--- config.mk ---
export PLATFORM = sky130hd
export DESIGN_NAME = itr_delay
export DESIGN_NICKNAME = d
export VERILOG_FILES = /design/src/design/itr_delay.sv
export SDC_FILE = /design/constraint.sdc
export NUM_CORES = 1
export LEC_CHECK = 0
export BUFFER_PORTS_ARGS = -buffer_cell sky130_fd_sc_hd__buf_2
export CAP_MARGIN = 20
export CORE_MARGIN = 2
export CORE_UTILIZATION = 46
export DETAILED_ROUTE_END_ITERATION = 10
export PLACE_DENSITY = 0.75
export SYNTH_ARGS = -nofsm -noshare
export SYNTH_HDL_FRONTEND = slang
export SYNTH_SLANG_ARGS = --single-unit
--- constraint.sdc ---
create_clock -name clk -period 0.8 [get_ports clk]
set_input_delay 0.12 -clock clk [delete_from_list [all_inputs] [get_ports clk]]
set_output_delay 0.12 -clock clk [all_outputs]
set_load 0.01 [all_outputs]
--- src/design/itr_delay.sv ---
// Enabled shift line that carries side data alongside the arithmetic pipeline.
module itr_delay #(
  parameter int W = 8,
  parameter int D = 4
) (
  input  logic         clk,
  input  logic         en,
  input  logic [W-1:0] din,
  output logic [W-1:0] dout
);

  logic [W-1:0] d_r [D];

  // Advance the line whenever the pipeline moves
  always_ff @(posedge clk) begin
    if (en) begin
      d_r[0] <= din;
      for (int k = 1; k < D; k++) begin
        d_r[k] <= d_r[k-1];
      end
    end
  end

  assign dout = d_r[D-1];

endmodule

Word-level counts from Yosys, hierarchy flattened:

Memory sizes are Yosys's and may differ from the RTL's.
Index checks and enable logic that the tools add are counted.

* multiplexer cells: 2

Operators by type and width (number)
* $mux 1: 2

* register bits: 0
* bits of input ports: 10
* memories kept: 1
* bits in writable memories: 32

Memory list
* d_r: depth 4, width 8, read ports 4, clocked after memory_dff 0, write ports 4, line 12 `logic [W-1:0] d_r [D];`

Depth between registers and ports, before layout:

Gate-level depths: netlist of run 1.

* depth in word-level cells: 2
* mapped depth: 0
* gate-level depth less buffers: 0

Least setup slack after synthesis of run 1:

Ideal clock, no wire load.

* kind: flip-flop to flip-flop
* from: mem d_r[0][0]
* to: mem d_r[1][0] (data pin)
* data required time: 0.534 ns
* setup time: 0.266 ns
* arrival time: 0.323 ns
* setup slack: 0.211 ns
* clock period less this slack: 0.589 ns
* cell stages (with the launch flop): 1
* buffers on the path: 0
* cells stage by stage: edfxtp_1

RTL lines (line)
* start, declared: 12

==> flow_summary.toml, run 1 <==
[outcome]
status = "complete, but fails checks"
violations = "setup timing"

[finish]
multi_input_area_sq_um = 0
drive_gt1_frac = 0.358
largest_reg_flops = 32
area_growth_pct = 28.6
final_nets = 76
comb.multi_input.count = 0
final_core_util = 0.630
top_regs = "d_r: 32 flops"
largest-register = "d_r"
n_antenna_cell = 0
final_cell_count_no_fill = 94

[cts]
root_buffer = "clkbuf_4"
clock-sinks = 32
cts_resized = 0
cts_tree = "done"
ctsLongestPathBuffers = 2
post-cts-setup-buffer-count = 0
clock_latency_ns = 0.31
numCtsBuffers = 5
htreeDepth = 2
clk_pin_slew_ns = 0.08

[global_routing]
grt_max_degree = 26
grt_usage = 0.0977
grt-ovfl-total = 0
grt_first_pass_wirelength_um = 1600
grt_pass1_vias = 421
grt_antenna_before_repair = 0

[synth]
synth-seq-cells = 32
yosys_warnings = 0
syn-cell-area_sq_um = 961
yosys.area.top_type_share = 1.00
syn_area_per_cell_sq_um = 30.0
yosys-top-cells-area = "edfxtp_1 (100%)"
synth.distinct_cells = 1
syn_nets = 42
syn_inst = 32
seq_area_frac_synth = 1.00
yosysTopAreaCell = "edfxtp_1"

[floorplanning]
die_area_sq_mm = 0.00247
initial_core_util = 0.490
core-area_sq_mm = 0.00196
die-width_um = 49.7
rows = 16
num_io_pins = 18
die_h_um = 49.7

[pwr]
p_leak_nw = 0.455
power.density_mw_per_mm2 = 2350
peakVddDrop_mv = 1.61

[setup_path]
critPathTopFamily = "flip-flops"
cp.required_ns = 0.68
worst_path_max_delay_cell = "edfxtp_1"
cp_max_fo = 1
worst_setup_path_start_kind = "flop"
cpPeakStageDelay_ns = 0.37
cp_num_buf_inv = 1
cp.arrival_ns = 0.82
critPathKind = "reg -> out"
crit_chain = "buf_2"
end_kind = "output pin"

[sta]
setup_ws_ns = -0.136
drv_slew = 0
grt_setup_unrepaired = "yes"
setup_viol = 8
period_needed_ns = 0.936
relSlewSlack = 0.914
max_clock_freq_ghz = 1.07
hold_viol = 0
fin_crit_sh = 1.17
worst_pin_slew_ns = 0.129
clock_skew_ns = 0.00628

[job]
cap_violations = 0

[detailed_routing]
routed_via_density = 4.39
ant_nets = 0
drtIter0Drc = 1
first_pass_iters = 2
drc_errors = 0
routed_wire_length_per_instance_um = 10.5
via_count = 413
wl_um = 984

[placement]
dp.cells = 78
gp_congestion = 0.589
portBuffers = 17
preCtsSetupSlack_ns = 0.0801

[hold_path]
hold_path.class = "in -> reg"
## logic make-up after synthesis
kind of cell	share of synthesized area
flops	1.00
## cell usage after synthesis
| library cell | n |
|---|---|
| edfxtp_1 | 32 |
## final cells by class
cell class | instances | area (sq um)
sequential | 32 | 961
clock inverter | 1 | 3.75
fill | 168 | 726
tap | 27 | 33.8
timing repair buffer | 27 | 193
clock buffer | 7 | 45.0
## power breakdown
part / leakage [nW] / internal [mW] / total, mW / switching [mW]
clock network: 0.0269 / 0.337 / 0.779 / 0.442
registers: 0.313 / 1.97 / 1.99 / 0.0225
logic: 0.114 / 0.0684 / 0.127 / 0.0591
## cell usage in the layout, fill, tap and decap left out
cell	instances
clkbuf_4	5
buf_12	1
buf_2	17
buf_4	1
clkbuf_1	2
dlygate4sd3_1	8
edfxtp_1	32
clkinv_1	1
## per-stage QoR
step                cell area (sq um)  total power [mW]  hold WS [ns]  setup TNS [ns]
floorplan                         961              2.04         0.219               0
global placement                 1110              2.12         0.296               0
finish                           1240              2.90         0.212          -0.987
detailed placement               1110              2.13         0.298               0
CTS                              1240              2.95         0.200           -1.19
global route                     1240              3.03         0.228           -1.34
## routing by layer
metal | track usage | routed length, um
met2 | 0.176 | 566
met4 | 0.0833 | 12
met1 | 0.0751 | 320
met5 | 0 | 0
met3 | 0.0455 | 85
## path summary, 6_finish.rpt
check	startpoint	to	slack [ns]	depth (start not counted)
max	d_r[3][6]	dout[6]	-0.14	1
min reg2reg	d_r[2][0]	d_r[3][0]	0.42	0
max reg2reg	d_r[1][6]	d_r[2][6]	0.17	0
min	en	d_r[0][7]	0.21	2
## repair_timing
item,CTS,global route
hold buffers,8,0
hold endpoints to repair,8,0
setup endpoints to repair,8,8
No activity file was read; power rests on OpenSTA's default activity.
==> inputs of run 2 (changes only) <==
BUFFER_PORTS_ARGS = -buffer_cell sky130_fd_sc_hd__buf_4   (was -buffer_cell sky130_fd_sc_hd__buf_2)
==> run 2 against run 1 <==
Effect of this change: the flow still finishes with violations (setup timing); die area unchanged; flip-flop and latch count stayed put; combinational power grew 22%; count of clock-buffer cells in the layout shrank 2; worst hold slack worse by 0.010 ns; cell area rose by 3.1%; total power shrank 1.5%; global-route usage increased by 0.15 points; cell count shrank 3.2%; clock skew is 0.0050 ns lower; clock power down 9.9%.
==> flow_summary.toml, run 2 (synthesized netlist as in run 1, its figures left out) <==
[outcome]
status = "complete, but fails checks"
violations = "setup timing"

[setup_path]
worstSetupPathDepth = 1
critPathKind = "reg -> out"
reg2regPathDepth = 0
cp.arrival_ns = 0.82
worst_setup_path_start_kind = "flop"
cp_num_buf_inv = 1
end_kind = "output pin"
cp.required_ns = 0.68
crit_chain = "buf_4"
cpPeakStageDelay_ns = 0.38
reg2reg_slack_ns = 0.16
cp_max_fo = 1
worst_path_max_delay_cell = "edfxtp_1"
critPathTopFamily = "flip-flops"

[detailed_routing]
via_count = 413
first_pass_iters = 3
routed_via_density = 4.54
drtIter0Drc = 5
ant_nets = 0
routed_wire_length_per_instance_um = 11.3
wl_um = 1030
drc_errors = 0

[sta]
setup_viol = 8
relSlewSlack = 0.912
worst_pin_slew_ns = 0.131
hold_viol = 0
clock_skew_ns = 0.00131
max_clock_freq_ghz = 1.06
grt_setup_unrepaired = "yes"
drv_slew = 0
fin_crit_sh = 1.18
period_needed_ns = 0.944
setup_ws_ns = -0.144

[pwr]
sw_frac_of_total = 0.174
pwr-share-seq = 0.700
p_clk_frac = 0.246
p_comb_frac = 0.054
finalPower_mw = 2.86
p_int_mw = 2.36
peakVddDrop_mv = 1.48
p_leak_nw = 0.468
power.density_mw_per_mm2 = 2240
p_switching_uw = 497

[cts]
ctsLongestPathBuffers = 2
post-cts-setup-buffer-count = 0
clk_pin_slew_ns = 0.08
numCtsBuffers = 5
root_buffer = "clkbuf_4"
htreeDepth = 2
clock-sinks = 32
clock_latency_ns = 0.30
cts_tree = "done"

[finish]
largest_reg_flops = 32
nFillCells = 147
seq_area_sq_um = 961
comb.multi_input.count = 0
drive_gt1_frac = 0.375
mostFrequentLayoutCells = "edfxtp_1 (32), buf_4 (16), dlygate4sd3_1 (8)"
largest-register = "d_r"
area_growth_pct = 32.7
top_regs = "d_r: 32 flops"
mostFrequentLayoutCell = "edfxtp_1"
multi_input_area_sq_um = 0
final_cell_count_no_fill = 91
n_antenna_cell = 0
final_nets = 76

[global_routing]
grt-ovfl-total = 0
grt_pass1_vias = 427
grt_max_degree = 26
grt_first_pass_wirelength_um = 1590
grt_antenna_before_repair = 0
grt_usage = 0.0992

[floorplanning]
num_io_pins = 18
core-area_sq_mm = 0.00196
die-width_um = 49.7
die_area_sq_mm = 0.00247
rows = 16
die_h_um = 49.7
initial_core_util = 0.490

[hold_path]
holdPathStages = 2
hold_path.class = "in -> reg"

[placement]
dp.cells = 78
gp_congestion = 0.588
portBuffers = 17

[job]
cap_violations = 0
[run 2: final timing paths]
kind | startpoint | end
min reg2reg | d_r[2][1] | d_r[3][1]
max reg2reg | d_r[1][3] | d_r[2][3]
max | d_r[3][2] | dout[2]
min | en | d_r[0][7]
[run 2: timing repair]
| action | 4_1_cts | 5_1_grt |
|---|---|---|
| endpoints found under the setup margin | 8 | 8 |
| cloned | 0 | 0 |
| endpoints found under the hold margin | 8 | 0 |
| hold buffers | 8 | 0 |
| gates resized for setup | 1 | 1 |
[run 2: power groups by stage]
stage / sequential [mW] / combinational [mW] / clock, mW
3_3_place_gp: 2.03 / 0.118 / 0
4_1_cts: 2.00 / 0.153 / 0.744
3_5_place_dp: 2.04 / 0.121 / 0
5_1_grt: 2.01 / 0.167 / 0.810
6_report: 2.00 / 0.155 / 0.702
2_1_floorplan: 2.04 / 0 / 0
[run 2: through the flow]
| stage | util | hold slack [ns] | area, sq um | setup slack (ns) | TNS, ns |
|---|---|---|---|---|---|
| floorplan | - | 0.219 | 961 | 0.211 | 0 |
| global placement | 0.586 | 0.298 | 1150 | 0.110 | 0 |
| detailed placement | 0.586 | 0.299 | 1150 | 0.102 | 0 |
| CTS | 0.648 | 0.189 | 1270 | -0.170 | -1.21 |
| global route | 0.650 | 0.197 | 1270 | -0.186 | -1.40 |
| finish | 0.650 | 0.202 | 1270 | -0.144 | -1.04 |
[run 2: cell type report]
class / count / share of cell area
clock buffer: 5 / 0.0294
sequential: 32 / 0.754
tap: 27 / 0.0265
timing repair buffer: 27 / 0.190
[run 2: per-layer routing]
metal  track usage  vias to the layer above  routed length (um)
met1        0.0841                      197                 361
met2         0.171                       21                 574
met3        0.0455                        2                  76
met4        0.0833                        0                  16
met5             0                        -                   0
li1              -                      193                   -
==> inputs of run 3 (changes only) <==
CELL_PAD_IN_SITES_DETAIL_PLACEMENT = 0   (was not set)
CELL_PAD_IN_SITES_GLOBAL_PLACEMENT = 1   (was not set)
CORE_UTILIZATION = 41   (was 46)
==> run 3 against run 2 <==
Effect of this change: the run still ends with setup timing left; non-clock buffer count unchanged; clock power up 12%; utilization down 5.5 points; global-route usage down 0.78 points; via count up 0.24%; combinational power up 9.7%; critical path depth unchanged; register-to-register slack about the same; first-iteration DRC count up 100%; total power up 3.5%; worst setup slack worse by 0.0066 ns; wire length down 2.1%; largest cell class unchanged; largest power group unchanged.
==> flow_summary.toml, run 3 (synthesized netlist as in run 1, its figures left out) <==
[cts]
cts_tree = "done"
root_buffer = "clkbuf_4"
post-cts-setup-buffer-count = 0
htreeDepth = 2
clock-sinks = 32
ctsLongestPathBuffers = 2
clk_pin_slew_ns = 0.09
numCtsBuffers = 5
clock_latency_ns = 0.30

[setup_path]
reg2regPathDepth = 0
cp_num_buf_inv = 1
rr_endpoint = "d_r[3][3]"
worst_path_max_delay_cell = "edfxtp_1"
r2r-start = "d_r[2][3]"
reg2reg_slack_ns = 0.17
cp.required_ns = 0.68
cpPeakStageDelay_ns = 0.39
critPathKind = "reg -> out"
critPathTopFamily = "flip-flops"
crit_chain = "buf_6"
worst_setup_path_start_kind = "flop"
end_kind = "output pin"
cp.arrival_ns = 0.83
cp_max_fo = 1

[sta]
relSlewSlack = 0.937
period_needed_ns = 0.951
clock_skew_ns = 0.00578
worst_pin_slew_ns = 0.0945
setup_viol = 8
setup_ws_ns = -0.151
max_clock_freq_ghz = 1.05
hold_slack_ns = 0.193
fin_crit_sh = 1.19
drv_slew = 0
fin_tns_setup_ns = -1.12
grt_setup_unrepaired = "yes"
hold_viol = 0

[hold_path]
holdPathEnd = "d_r[0][0]"
holdCritStartpoint = "en"
holdPathStages = 2
hold_path.class = "in -> reg"

[floorplanning]
core-area_sq_mm = 0.00221
die-width_um = 52.4
rows = 17
initial_core_util = 0.434
num_io_pins = 18
die_h_um = 52.4
die_area_sq_mm = 0.00275

[placement]
gp_congestion = 0.571
place_area_sq_mm = 0.00116
portBuffers = 17
dp.cells = 79

[finish]
largest-register = "d_r"
final_nets = 76
drive_gt1_frac = 0.358
mostFrequentLayoutCell = "edfxtp_1"
final_area_sq_mm = 0.00132
mostFrequentLayoutCells = "edfxtp_1 (32), buf_4 (11), dlygate4sd3_1 (8)"
area_growth_pct = 36.8
top_regs = "d_r: 32 flops"
multi_input_area_sq_um = 0
final_cell_count_no_fill = 95
n_antenna_cell = 0
final_core_util = 0.594
seq_area_sq_um = 961
nFillCells = 164
largest_reg_flops = 32
comb.multi_input.count = 0

[outcome]
status = "complete, but fails checks"
violations = "setup timing"

[global_routing]
met2_usage = 0.142
grt.met1_usage = 0.0915
grt_first_pass_wirelength_um = 1600
grt_pass1_vias = 398
use_met3 = 0.0514
grt_antenna_before_repair = 0
grt_max_degree = 18
grt-ovfl-total = 0
top_usage_layer = "met2"
grt_usage = 0.0914

[detailed_routing]
via_count = 414
ant_nets = 0
routed_via_density = 4.36
drc_errors = 0
wl_um = 1010
drtIter0Drc = 10
routed_wire_length_per_instance_um = 10.6
first_pass_iters = 2

[pwr]
peakVddDrop_mv = 1.46
power.density_mw_per_mm2 = 2250
p_leak_nw = 0.481

[job]
cap_violations = 0
[run 3: metrics by stage]
step	worst slack, ns	total power, mW
after floorplan	0.211	2.04
after global placement	0.122	2.15
after detailed placement	0.110	2.17
after CTS	-0.186	2.99
after global routing	-0.202	3.10
final	-0.151	2.96
[run 3: layout make-up]
type                    instances  share of cell area
flip-flops and latches         32               0.731
repair buffers                 27               0.206
clock buffers                   7              0.0343
well taps                      28              0.0266
clock inverters                 1             0.00285
[run 3: layer usage]
metal | part of all wire | routed length [um] | vias to the layer above
met5 | 0 | 0 | -
met4 | 0.019 | 19 | 0
met3 | 0.089 | 90 | 2
met2 | 0.53 | 531 | 24
met1 | 0.36 | 365 | 191
li1 | - | - | 197
[run 3: power by group]
group	internal, mW	switching, mW	total, mW	leakage [nW]
registers	1.97	0.0268	2.00	0.313
clock network	0.337	0.451	0.788	0.0269
logic	0.108	0.0619	0.170	0.141
[run 3: what timing repair did]
action                     in CTS  in global routing
pin swaps                       0                  0
setup endpoints to repair       8                  8
hold buffers                    8                  0
hold endpoints to repair        8                  0
gates resized for setup         2                  4
[run 3: how the worst max path moves through the flow]
stage | start | to | slack, ns | cells after the start
after floorplan | d_r[0][0] | d_r[1][0] | 0.21 | 0
after global placement | en | d_r[3][0] | 0.12 | 2
after detailed placement | en | d_r[3][0] | 0.11 | 2
after CTS | d_r[3][0] | dout[0] | -0.19 | 1
after global routing | d_r[3][0] | dout[0] | -0.20 | 1
final | d_r[3][0] | dout[0] | -0.15 | 1
